`src/rtl/pcm_pkg.sv`:
```
// ----------------------------------------------------------------------------
// pcm_pkg
// Shared widths, register indexes, weight types and the ratio tables of the
// height to palette colormap.
// ----------------------------------------------------------------------------
package pcm_pkg;

    localparam int IMAGE_SIDE = 512;

    localparam int COORD_W   = 9;
    localparam int HEIGHT_W  = 17;
    localparam int IDX_W     = 18;
    localparam int CHAN_W    = 8;
    localparam int COLOR_W   = 24;
    localparam int CFG_IDX_W = 2;

    localparam logic [CFG_IDX_W-1:0] CFG_COLOR_FIRST  = 2'd0;
    localparam logic [CFG_IDX_W-1:0] CFG_COLOR_SECOND = 2'd1;
    localparam logic [CFG_IDX_W-1:0] CFG_COLOR_DARK   = 2'd2;

    // halving the q4.12 height leaves 13 fraction bits in s
    localparam int S_FRAC  = 13;
    localparam int WHOLE_W = HEIGHT_W - S_FRAC;

    // weights carry 16 fraction bits
    localparam int Q_FRAC  = 16;
    localparam int Q_ONE   = 65536;
    localparam int K_TENTH = 6554;

    localparam int F_W  = HEIGHT_W + 3;
    localparam int R2_W = 17;
    localparam int K_W  = 18;
    localparam int T9_W = 17;
    localparam int V1_W = 21;
    localparam int V2_W = 18;

    // weight stages plus blend stages
    localparam int PIPE_DEPTH = 9;

    typedef struct packed {
        logic signed [V1_W-1:0] v1;
        logic signed [V2_W-1:0] v2;
    } t_weights;

    // r^2 in q.16 for the magnitude of the whole count, r = 2n/15
    function automatic logic [R2_W-1:0] lut_ratio_sq(input logic [WHOLE_W-1:0] mag);
        logic [R2_W-1:0] val;
        case (mag)
            4'd0:    val = 17'd0;
            4'd1:    val = 17'd1165;
            4'd2:    val = 17'd4660;
            4'd3:    val = 17'd10485;
            4'd4:    val = 17'd18640;
            4'd5:    val = 17'd29126;
            4'd6:    val = 17'd41941;
            4'd7:    val = 17'd57087;
            4'd8:    val = 17'd74565;
            default: val = 17'd0;
        endcase
        return val;
    endfunction

    // truncated 0.9 * r^2 term of v2, same index
    function automatic logic [T9_W-1:0] lut_ratio_term(input logic [WHOLE_W-1:0] mag);
        logic [T9_W-1:0] val;
        case (mag)
            4'd0:    val = 17'd0;
            4'd1:    val = 17'd1048;
            4'd2:    val = 17'd4193;
            4'd3:    val = 17'd9436;
            4'd4:    val = 17'd16775;
            4'd5:    val = 17'd26213;
            4'd6:    val = 17'd37746;
            4'd7:    val = 17'd51377;
            4'd8:    val = 17'd67108;
            default: val = 17'd0;
        endcase
        return val;
    endfunction

endpackage

```
`src/rtl/pcm_weight_calc.sv`:
```
// ----------------------------------------------------------------------------
// pcm_weight_calc
// Three stage weight path: fraction and ratio lookup, the two weight
// products, then truncation to v1 and v2.
// ----------------------------------------------------------------------------
module pcm_weight_calc (
    input  logic                                i_clk,
    input  logic                                i_en,
    input  logic signed [pcm_pkg::HEIGHT_W-1:0] i_height,
    output pcm_pkg::t_weights                   o_weights
);
    import pcm_pkg::*;

    localparam int P1_W = K_W + F_W;
    localparam int P2_W = F_W + 15;
    localparam logic signed [14:0] C_TENTH = 15'(K_TENTH);

    logic               round_up;
    logic [WHOLE_W-1:0] whole_u;
    logic [WHOLE_W-1:0] whole_mag;
    logic signed [F_W-1:0] n_f;
    logic [K_W-1:0]     n_k;
    logic signed [P1_W-1:0] p1_adj;
    logic signed [P2_W-1:0] p2_adj;

    logic signed [F_W-1:0]  r_f;
    logic signed [K_W-1:0]  r_k;
    logic [T9_W-1:0]        r_t9;
    logic signed [P1_W-1:0] r_p1;
    logic signed [P2_W-1:0] r_p2;
    logic [T9_W-1:0]        r_t9_d;
    t_weights               r_weights;

    always_comb begin
        // whole count rounds toward zero
        round_up  = i_height[HEIGHT_W-1] && (|i_height[S_FRAC-1:0]);
        whole_u   = i_height[HEIGHT_W-1 -: WHOLE_W] + {{(WHOLE_W-1){1'b0}}, round_up};
        whole_mag = whole_u[WHOLE_W-1] ? (~whole_u + 1'b1) : whole_u;
        // above one the fraction is the low bits, otherwise s itself
        if (i_height > $signed(HEIGHT_W'(1 << S_FRAC))) begin
            n_f = {{WHOLE_W{1'b0}}, i_height[S_FRAC-1:0], 3'b000};
        end else begin
            n_f = {i_height, 3'b000};
        end
        n_k = K_W'(Q_ONE) - K_W'(lut_ratio_sq(whole_mag));
    end

    always_ff @(posedge i_clk) begin
        if (i_en) begin
            r_f  <= n_f;
            r_k  <= n_k;
            r_t9 <= lut_ratio_term(whole_mag);
        end
    end

    always_ff @(posedge i_clk) begin
        if (i_en) begin
            r_p1   <= r_k * r_f;
            r_p2   <= r_f * C_TENTH;
            r_t9_d <= r_t9;
        end
    end

    always_comb begin
        // bias negative products so the shift truncates toward zero
        p1_adj = r_p1 + (r_p1[P1_W-1] ? P1_W'(Q_ONE - 1) : P1_W'(0));
        p2_adj = r_p2 + (r_p2[P2_W-1] ? P2_W'(Q_ONE - 1) : P2_W'(0));
    end

    always_ff @(posedge i_clk) begin
        if (i_en) begin
            r_weights.v1 <= p1_adj[Q_FRAC +: V1_W];
            r_weights.v2 <= p2_adj[Q_FRAC +: V2_W] + {1'b0, r_t9_d};
        end
    end

    assign o_weights = r_weights;

endmodule

```
`config.mk`:
```
export PLATFORM = sky130hd
export DESIGN_NAME = pcm_weight_calc
export DESIGN_NICKNAME = d
export VERILOG_FILES = /design/src/rtl/pcm_pkg.sv /design/src/rtl/pcm_weight_calc.sv
export SDC_FILE = /design/constraint.sdc
export NUM_CORES = 1
export LEC_CHECK = 0
export BUFFER_PORTS_ARGS = -buffer_cell sky130_fd_sc_hd__buf_2
export CAP_MARGIN = 20
export CORE_MARGIN = 2
export CORE_UTILIZATION = 60
export DETAILED_ROUTE_END_ITERATION = 6
export PLACE_DENSITY = 0.76
export SYNTH_ARGS = -nofsm -noshare
export SYNTH_HDL_FRONTEND = slang
export SYNTH_SLANG_ARGS = --single-unit
```
`constraint.sdc`:
```
create_clock -name i_clk -period 14.55 [get_ports i_clk]
set_input_delay 2.91 -clock i_clk [delete_from_list [all_inputs] [get_ports i_clk]]
set_output_delay 2.91 -clock i_clk [all_outputs]
set_load 0.02 [all_outputs]
```
==> impl_metrics.csv <==
group,metric,value,unit
global_routing,grt_util_all_layers,0.2587,
global_routing,grt_first_pass_wirelength,82700,um
cts,root_buffer,"clkbuf_16",
routing,vias,15770,
finish,utilization,0.6413,
floorplanning,fp.dieH,201.3,um
floorplanning,die_x,201.3,um
sta,rsz0062_at_grt,"no",
setup_path,critPathCapture,"r_k[16]",
placed_design,gp_congestion,0.8639,
cts,cts_max_path_buffers,2,
logic_synthesis,netlist_instances,2281,
setup_path,setup.worst_path.start,"i_height[8]",
routing,antenna_left,0,
sta,slew_viol_final,0,
sta,fin_tns_setup,0,ns
cts,cts_max_level,4,
finish,design_area,0.02473,mm^2
routing,avgRoutedWirePerCell,17.14,um
sta,fmax,123.2,MHz
setup_path,path_max_fanout,19,
min_path,min_path_type,"flip-flop to flip-flop",
logic_synthesis,synth-edff-count,171,
setup_path,regToRegEndpoint,"r_p1[36]",
cts,cts_buffers,17,
setup_path,r2r_slack,7.29,ns
setup_path,cp.required,14.80,ns
finish,drive_gt1_frac,0.05397,
setup_path,ff2ff_path_depth,22,
logic_synthesis,async_reset_ff_frac,0,
cts,cts.clk_slew.worst_paths,0.09,ns
cts,ctsResizeCount,0,
logic_synthesis,ys_ff_latch,171,
floorplanning,coreArea,0.03856,mm^2
finish,fill_cells,3103,
logic_synthesis,ys_warn_count,0,
sta,slew_headroom,0.2330,
finish,stdcell_count,2834,
floorplanning,start_util,0.6055,
routing,drc_errors,0,
setup_path,start_kind,"input port",
floorplanning,pin_count,58,
cts,clock_sinks,171,
logic_synthesis,synth.top_cell.area_share,0.3293,
floorplanning,fp-row-count,72,
placed_design,place_inst,2802,
sta,worst_slew_pin_slew,1.150,ns
global_routing,antenna_found_initial,0,
routing,dr.first_iter.drc_count,1161,
outcome,outcome,"finished clean",
logic_synthesis,yosys.area.top_type,"fa_1",
placed_design,place_hpwl,38050,um
finish,antenna_cells,0,
cts,ctsHoldBuffers,0,
placed_design,place_area,0.02410,mm^2
cts,post_cts_buffers,0,
sta,hold_violations,0,
sta,finalCriticalPeriod,8.116,ns
logic_synthesis,synth_flop_cell,"edfxtp_1",
global_routing,grt_pass1_vias,17090,
setup_path,rr_startpoint,"r_k[0]",
cts,clk_latency,0.49,ns
setup_path,cp.arrival,8.37,ns
logic_synthesis,synth_nets,2902,
logic_synthesis,netlist_area,0.02335,mm^2
setup_path,path_class,"input port to flip-flop",
global_routing,grt_max_degree,105,
finish,fin_nets,2924,
sta,timing.final.crit_share,0.5578,
finish,area_growth,5.900,%
routing,dr.pass1.iters,5,
floorplanning,dieArea,0.04051,mm^2
sta,setup_viol,0,
logic_synthesis,avgSynthCellArea,10.24,um^2
sta,worst_clock_skew,0.02486,ns
run,drv_cap,0,
placed_design,numPortBuffers,57,
finish,mostFrequentLayoutCells,"inv_1 (535), fa_1 (384), ha_1 (218)",
logic_synthesis,yosysSeqAreaShare,0.2199,
routing,routed_via_density,5.565,
finish,layout_commonest_cell,"inv_1",
logic_synthesis,synth_area_leaders,"fa_1 (33%), edfxtp_1 (22%), ha_1 (12%)",
routing,drt-total-wl,48570,um
logic_synthesis,synth_cell_types,73,
setup_path,critPathCaptureType,"flip-flop",
global_routing,overflow,0,
cts,tritoncts,"built",
## synth_stat cells (11+ instances only)
cell type,instances
a211oi_1,11
a21o_1,22
a21oi_1,64
a31oi_1,12
and2_1,164
clkbuf_1,53
edfxtp_1,171
fa_1,384
ha_1,218
inv_1,535
nand2_1,195
nand3_1,26
nand4_1,11
nor2_1,75
nor3_1,17
o211ai_1,11
o21ai_0,37
xnor2_1,98
xor2_1,30
## registers in the layout, summed over array words and instances, names as in the netlist
register   flops
r_f           17
r_k           18
r_p1          35
r_t9_d        16
r_t9          16
r_p2          30
o_weights     39
## cells by family (layout without fill, tap and decap cells)
kind of cell               count (synthesis)  in the layout  share of synthesized area
muxes                                      9              9                   0.003966
xor gates and xnor gates                 130            130                    0.04989
DFF                                      171            171                     0.2199
adders and majority gates                603            603                     0.4466
AOI/OAI and AO/OA                        235            235                    0.06860
buffers and inverters                    595            630                    0.09593
and+or+nand+nor                          538            538                     0.1151
## how the worst min path moves through the flow
stage / from / endpoint / slack, ns / depth (start not counted)
floorplan: r_t9[0] / r_t9_d[0] / 0.40 / 0
global placement: r_t9[12] / r_t9_d[12] / 0.41 / 0
detailed placement: r_t9[7] / r_t9_d[7] / 0.41 / 0
CTS: r_t9[7] / r_t9_d[7] / 0.42 / 0
global route: r_t9[7] / r_t9_d[7] / 0.42 / 0
finish: r_t9[7] / r_t9_d[7] / 0.42 / 0
## critical path: stages
cell and delay (ns):
buf_2 0.10, nor3_1 0.63, nand4_1 0.48, and2_1 0.32, ha_1 0.67, inv_1 0.33
ha_1 0.32, o21ai_0 0.32, a22oi_4 0.17, xnor2_2 0.58, nand3_1 0.36, inv_1 0.21
nor2_1 0.09, ha_1 0.30, a21boi_1 0.17, nor3b_2 0.18, or2_1 0.21
## metal layers
metal | vias to the layer above | wire length [um] | global-route usage | part of all wire
met5 | - | 38 | 0.007143 | 0.00078
met4 | 2 | 1656 | 0.1043 | 0.034
met3 | 99 | 2687 | 0.04049 | 0.055
met2 | 465 | 24470 | 0.4469 | 0.50
met1 | 8021 | 19710 | 0.3272 | 0.41
li1 | 7183 | - | - | -
## cell type report
type / instances / area [um^2] / area share
repair buffers: 63 / 336.6 / 0.01361
inverters: 535 / 2008 / 0.08122
well taps: 518 / 648.1 / 0.02621
clock inverters: 15 / 198.9 / 0.008046
flip-flops and latches: 171 / 5135 / 0.2077
clock buffers: 17 / 425.4 / 0.01721
multi-input cells: 1515 / 15970 / 0.6460
## through the flow
stage	hold slack (ns)	setup WS, ns
floorplan	0.4003	7.915
global placement	0.4054	6.144
detailed placement	0.4084	5.980
CTS	0.4196	6.509
global route	0.4243	6.119
finish	0.4184	6.434
Power is not shown: default switching activity piles up to over one toggle a cycle in this logic, so the estimate is an artifact.
