<file path="config.mk">
export PLATFORM = sky130hd
export DESIGN_NAME = pcm_channel_blend
export DESIGN_NICKNAME = d
export VERILOG_FILES = /design/src/rtl/pcm_pkg.sv /design/src/rtl/pcm_channel_blend.sv
export SDC_FILE = /design/constraint.sdc
export NUM_CORES = 2
export LEC_CHECK = 0
export BUFFER_PORTS_ARGS = -buffer_cell sky130_fd_sc_hd__buf_2
export CORE_AREA = 5 5 293 295
export CTS_BUF_LIST = sky130_fd_sc_hd__clkbuf_2
export DETAILED_ROUTE_END_ITERATION = 10
export DIE_AREA = 0 0 298 300
export PLACE_DENSITY = 0.78
export SLEW_MARGIN = 20
export SYNTH_ARGS = -nofsm -noshare
export SYNTH_HDL_FRONTEND = slang
export SYNTH_SLANG_ARGS = --single-unit
</file>
<file path="constraint.sdc">
create_clock -name i_clk -period 7.6 [get_ports i_clk]
set_input_delay 0.38 -clock i_clk [delete_from_list [all_inputs] [get_ports i_clk]]
set_output_delay 0.38 -clock i_clk [all_outputs]
set_load 0.01 [all_outputs]
</file>
<file path="src/rtl/pcm_pkg.sv">
// ----------------------------------------------------------------------------
// pcm_pkg
// Shared widths, register indexes, weight types and the ratio tables of the
// height to palette colormap.
// ----------------------------------------------------------------------------
package pcm_pkg;

    localparam int IMAGE_SIDE = 512;

    localparam int COORD_W   = 9;
    localparam int HEIGHT_W  = 17;
    localparam int IDX_W     = 18;
    localparam int CHAN_W    = 8;
    localparam int COLOR_W   = 24;
    localparam int CFG_IDX_W = 2;

    localparam logic [CFG_IDX_W-1:0] CFG_COLOR_FIRST  = 2'd0;
    localparam logic [CFG_IDX_W-1:0] CFG_COLOR_SECOND = 2'd1;
    localparam logic [CFG_IDX_W-1:0] CFG_COLOR_DARK   = 2'd2;

    // halving the q4.12 height leaves 13 fraction bits in s
    localparam int S_FRAC  = 13;
    localparam int WHOLE_W = HEIGHT_W - S_FRAC;

    // weights carry 16 fraction bits
    localparam int Q_FRAC  = 16;
    localparam int Q_ONE   = 65536;
    localparam int K_TENTH = 6554;

    localparam int F_W  = HEIGHT_W + 3;
    localparam int R2_W = 17;
    localparam int K_W  = 18;
    localparam int T9_W = 17;
    localparam int V1_W = 21;
    localparam int V2_W = 18;

    // weight stages plus blend stages
    localparam int PIPE_DEPTH = 9;

    typedef struct packed {
        logic signed [V1_W-1:0] v1;
        logic signed [V2_W-1:0] v2;
    } t_weights;

    // r^2 in q.16 for the magnitude of the whole count, r = 2n/15
    function automatic logic [R2_W-1:0] lut_ratio_sq(input logic [WHOLE_W-1:0] mag);
        logic [R2_W-1:0] val;
        case (mag)
            4'd0:    val = 17'd0;
            4'd1:    val = 17'd1165;
            4'd2:    val = 17'd4660;
            4'd3:    val = 17'd10485;
            4'd4:    val = 17'd18640;
            4'd5:    val = 17'd29126;
            4'd6:    val = 17'd41941;
            4'd7:    val = 17'd57087;
            4'd8:    val = 17'd74565;
            default: val = 17'd0;
        endcase
        return val;
    endfunction

    // truncated 0.9 * r^2 term of v2, same index
    function automatic logic [T9_W-1:0] lut_ratio_term(input logic [WHOLE_W-1:0] mag);
        logic [T9_W-1:0] val;
        case (mag)
            4'd0:    val = 17'd0;
            4'd1:    val = 17'd1048;
            4'd2:    val = 17'd4193;
            4'd3:    val = 17'd9436;
            4'd4:    val = 17'd16775;
            4'd5:    val = 17'd26213;
            4'd6:    val = 17'd37746;
            4'd7:    val = 17'd51377;
            4'd8:    val = 17'd67108;
            default: val = 17'd0;
        endcase
        return val;
    endfunction

endpackage

</file>
<file path="src/rtl/pcm_channel_blend.sv">
// ----------------------------------------------------------------------------
// pcm_channel_blend
// Six stage blend of one colour channel: a/b mix, dark mix, scale by 255
// and truncate to the output byte.
// ----------------------------------------------------------------------------
module pcm_channel_blend (
    input  logic                       i_clk,
    input  logic                       i_en,
    input  logic [pcm_pkg::CHAN_W-1:0] i_a,
    input  logic [pcm_pkg::CHAN_W-1:0] i_b,
    input  logic [pcm_pkg::CHAN_W-1:0] i_d,
    input  pcm_pkg::t_weights          i_weights,
    output logic [pcm_pkg::CHAN_W-1:0] o_chan
);
    import pcm_pkg::*;

    localparam int DIFF_W = CHAN_W + 1;
    localparam int M_W    = DIFF_W + V2_W;
    localparam int DV_W   = DIFF_W + V1_W;
    localparam int W_W    = V1_W + 1;
    localparam int BL_W   = 48;
    localparam int SC_W   = BL_W + 8;

    logic signed [DIFF_W-1:0] diff;
    logic signed [DIFF_W-1:0] d_ext;
    logic [W_W-1:0]           n_w;
    logic [SC_W-1:0]          sc_adj;

    logic signed [M_W-1:0]  r_dab;
    logic [CHAN_W-1:0]      r_b;
    logic signed [DV_W-1:0] r_dv1;
    logic signed [W_W-1:0]  r_w;
    logic signed [M_W-1:0]  r_m;
    logic signed [DV_W-1:0] r_dv1_d;
    logic signed [W_W-1:0]  r_w_d;
    logic signed [BL_W-1:0] r_mw;
    logic signed [DV_W-1:0] r_dq;
    logic signed [BL_W-1:0] r_blend;
    logic signed [SC_W-1:0] r_s255;
    logic [CHAN_W-1:0]      r_chan;

    always_comb begin
        diff   = $signed({1'b0, i_a}) - $signed({1'b0, i_b});
        d_ext  = $signed({1'b0, i_d});
        n_w    = W_W'(Q_ONE) - {i_weights.v1[V1_W-1], i_weights.v1};
        // truncate toward zero on the 2^32 scale
        sc_adj = r_s255 + (r_s255[SC_W-1] ? SC_W'(33'h0_FFFF_FFFF) : SC_W'(0));
    end

    always_ff @(posedge i_clk) begin
        if (i_en) begin
            // m = b + (a - b) * v2, b carried as its q.16 offset
            r_dab   <= diff * i_weights.v2;
            r_b     <= i_b;
            r_dv1   <= d_ext * i_weights.v1;
            r_w     <= n_w;

            r_m     <= $signed({{(M_W-CHAN_W-Q_FRAC){1'b0}}, r_b, {Q_FRAC{1'b0}}}) + r_dab;
            r_dv1_d <= r_dv1;
            r_w_d   <= r_w;

            r_mw    <= r_m * r_w_d;
            r_dq    <= r_dv1_d;

            r_blend <= r_mw + $signed({{(BL_W-DV_W-Q_FRAC){r_dq[DV_W-1]}}, r_dq,
                                       {Q_FRAC{1'b0}}});

            r_s255  <= {r_blend, 8'h00} - {{8{r_blend[BL_W-1]}}, r_blend};

            r_chan  <= sc_adj[2*Q_FRAC +: CHAN_W];
        end
    end

    assign o_chan = r_chan;

endmodule

</file>
==> impl_metrics.env <==
export IMPL_clk_latency_ps=1180
export IMPL_worstMarginPinSlew_ps=1056
export IMPL_synthesis_nets=6094
export IMPL_status="complete, no violations"
export IMPL_slew_violations=0
export IMPL_nNetsFinal=6286
export IMPL_chipWidth_um=298
export IMPL_synthToLayoutAreaGrowth_pct=7.770
export IMPL_cts_buffers=92
export IMPL_fp_coreArea_um2=82890
export IMPL_period_minus_slack_ps=7351
export IMPL_synth_async_reset_ratio_pct=0
export IMPL_synth_edf_count=341
export IMPL_hold_viol_final=0
export IMPL_critPathKind="register to register"
export IMPL_vias_per_cell=5.415
export IMPL_syn_avg_cell_area_um2=10.11
export IMPL_track_usage_pct=24.44
export IMPL_drc=0
export IMPL_syn_area_um2=48340
export IMPL_tns_ps=0
export IMPL_drt_initial_drc_count=1971
export IMPL_totalWireLength_mm=104.2
export IMPL_ys_flop_type="edfxtp_1"
export IMPL_yosys_warnings=0
export IMPL_relSlewSlack_pct=29.57
export IMPL_crit_fanout=21
export IMPL_fin_cells=6130
export IMPL_synth_seq_cells=341
export IMPL_grt_max_degree=169
export IMPL_dp_slack_ps=144.9
export IMPL_cts_tree="done"
export IMPL_dp_cells=5855
export IMPL_max_freq_ghz=0.1360
export IMPL_ant_nets=0
export IMPL_ioPinCount=73
export IMPL_min_period_over_period_pct=96.73
export IMPL_fin_ws_ps=248.7
export IMPL_grt_overflow=0
export IMPL_grt_pass1_wl_mm=177.5
export IMPL_ys_seq_area_share_pct=21.18
export IMPL_die_area_um2=89400
export IMPL_dr_pass1_iters=6
export IMPL_critPathArrivalTime_ps=8250
export IMPL_dp_hpwl_mm=84.14
export IMPL_drive_gt1_share_pct=7.509
export IMPL_io_buffers=72
export IMPL_hold_class="input pin to register"
export IMPL_cp_required_ps=8500
export IMPL_cts_reportedPaths_clkPinSlew_ps=100
export IMPL_grt_antenna_before_repair=2
export IMPL_syn_inst=4782
export IMPL_cts_sinks=341
export IMPL_final_setup_viol_count=0
export IMPL_routed_via_count=33190
export IMPL_end_kind="register"
export IMPL_finalWeightedCongestion=0.8963
export IMPL_cap_violations=0
export IMPL_yosys_cell_types_count=79
export IMPL_clock_skew_final_ps=108.2
export IMPL_row_count=106
export IMPL_clock_path_buffers=3
export IMPL_cp_start_kind="register"
export IMPL_die_y_um=300
export IMPL_grt_pass1_vias=36170
export IMPL_start_util_pct=58.32
export IMPL_htreeDepth=3
export IMPL_routedWlPerCell_um=17.00
export IMPL_holdWs_ps=130.1
export IMPL_clockRootBuffer="clkbuf_2"
## critical path, cell delays in order (launching register included)
cell	delay (ps)
edfxtp_1	540
buf_4	280
and2_1	180
fa_1	540
inv_1	50
fa_1	470
inv_1	50
fa_1	490
fa_1	570
fa_1	450
fa_1	520
inv_1	60
fa_1	470
inv_1	40
ha_1	350
and3_1	240
a221oi_2	250
o21bai_1	130
a211o_1	300
a31o_1	260
o311ai_2	310
nand4_1	170
and3_1	180
a211oi_1	190
## synthesized netlist by cell type, drive strengths merged (4+ instances only)
cell,instances,share of area [%]
inv,1040,8.1
fa,862,36
nand2,520,4.0
and2,423,5.5
ha,385,10
edfxtp,341,21
clkbuf,167,1.3
xnor2,150,2.7
a21oi,137,1.4
nor2,117,0.91
o21ai,87,0.90
a21o,66,1.0
nand2b,54,0.70
xor2,52,0.94
nor2b,50,0.65
nor3,41,0.42
nand3,35,0.36
a211oi,26,0.40
o21bai,23,0.36
and3,19,0.25
nand4,16,0.21
o21a,13,0.20
a31oi,11,0.14
nor4,11,0.23
a211o,9,0.16
and4,9,0.16
o211ai,9,0.14
o31ai,9,0.14
or3,9,0.12
a21boi,8,0.12
a31o,7,0.13
or2,6,0.078
a41oi,5,0.091
nor3b,5,0.098
o2111ai,4,0.072
o31a,4,0.072
## per-layer routing
metal  wire [µm]  vias to the layer above  track usage [%]  part of all wire, %
li1            -                    15240                -                    -
met1       41190                    16610            30.85                   40
met2       51710                     1039            42.04                   50
met3        5947                      302            3.343                  5.7
met4        5349                        0            11.60                  5.1
met5           0                        -                0                    0
## layout by cell type, fill, tap and decap left out, types with 8 or more instances in the layout
cell and n:
ha_1 385, a211o_1 9, a211oi_1 25, or3_1 9
o21bai_1 23, nor2_1 117, o21ai_1 10, inv_1 1039
edfxtp_1 341, and3_1 19, nand4_1 16, buf_4 129
buf_12 8, nor3_1 41, dlygate4sd3_1 56, nand3_1 35
buf_2 71, a31oi_1 10, nor2b_1 50, clkinv_1 33
nand2_1 520, and2_1 423, nand2b_1 54, clkinv_2 12
a21o_1 66, o21ai_0 76, xor2_1 52, o211ai_1 9
xnor2_1 150, clkbuf_2 114, fa_1 861, and4_1 9
o31ai_1 9, a21oi_1 135, o21a_1 13
## path summary, 6_finish.rpt
path          startpoint       end  slack (ps)  cells after the start
max            r_w_d[10]  r_mw[47]         250                     23
min               i_d[1]  r_dv1[1]         130                      3
max reg2reg    r_w_d[10]  r_mw[47]         250                     23
min reg2reg  r_dv1_d[20]  r_dq[20]         390                      0
## metrics by stage
step / instance area (µm²) / utilization, %
after floorplan: 48340 / -
after global placement: 50120 / 60.46
after detailed placement: 50120 / 60.46
after CTS: 51600 / 62.25
after global routing: 52100 / 62.85
final: 52100 / 62.85
## cell type report
| type | instances | area, µm² |
|---|---|---|
| timing repair buffer | 267 | 2078 |
| antenna | 3 | 7.507 |
| multi-input combinational | 3231 | 33590 |
| inverter | 1041 | 3911 |
| sequential | 341 | 10240 |
| clock inverter | 53 | 351.6 |
| fill | 6558 | 30790 |
| tap | 1080 | 1351 |
| clock buffer | 114 | 570.5 |
## sequential cells by signal, indices dropped and copies added, names as in the netlist, 22 cells and up
name and cells:
r_blend 48, r_dab 27, r_dq 30, r_dv1 30, r_dv1_d 30, r_m 27
r_mw 48, r_s255 41, r_w 22, r_w_d 22
## cell families (layout without fill, tap and decap cells)
family,after synthesis,in the layout,share of synthesized area (%)
muxes,2,2,0.04658
buffers and inverters,1210,1475,9.398
AOI/OAI and AO/OA,455,455,6.181
adders and majority gates,1247,1247,45.66
other,0,3,0
DFF,341,341,21.18
and+or+nand+nor,1325,1325,13.87
xor gates and xnor gates,202,202,3.660
## what timing repair did
action,CTS,global route
resized for setup,0,9
hold buffers,56,0
endpoints found under the setup margin,0,16
buffers inserted,0,49
endpoints found under the hold margin,145,0
Power is not shown: default switching activity piles up to over one toggle a cycle in this logic, so the estimate is an artifact.
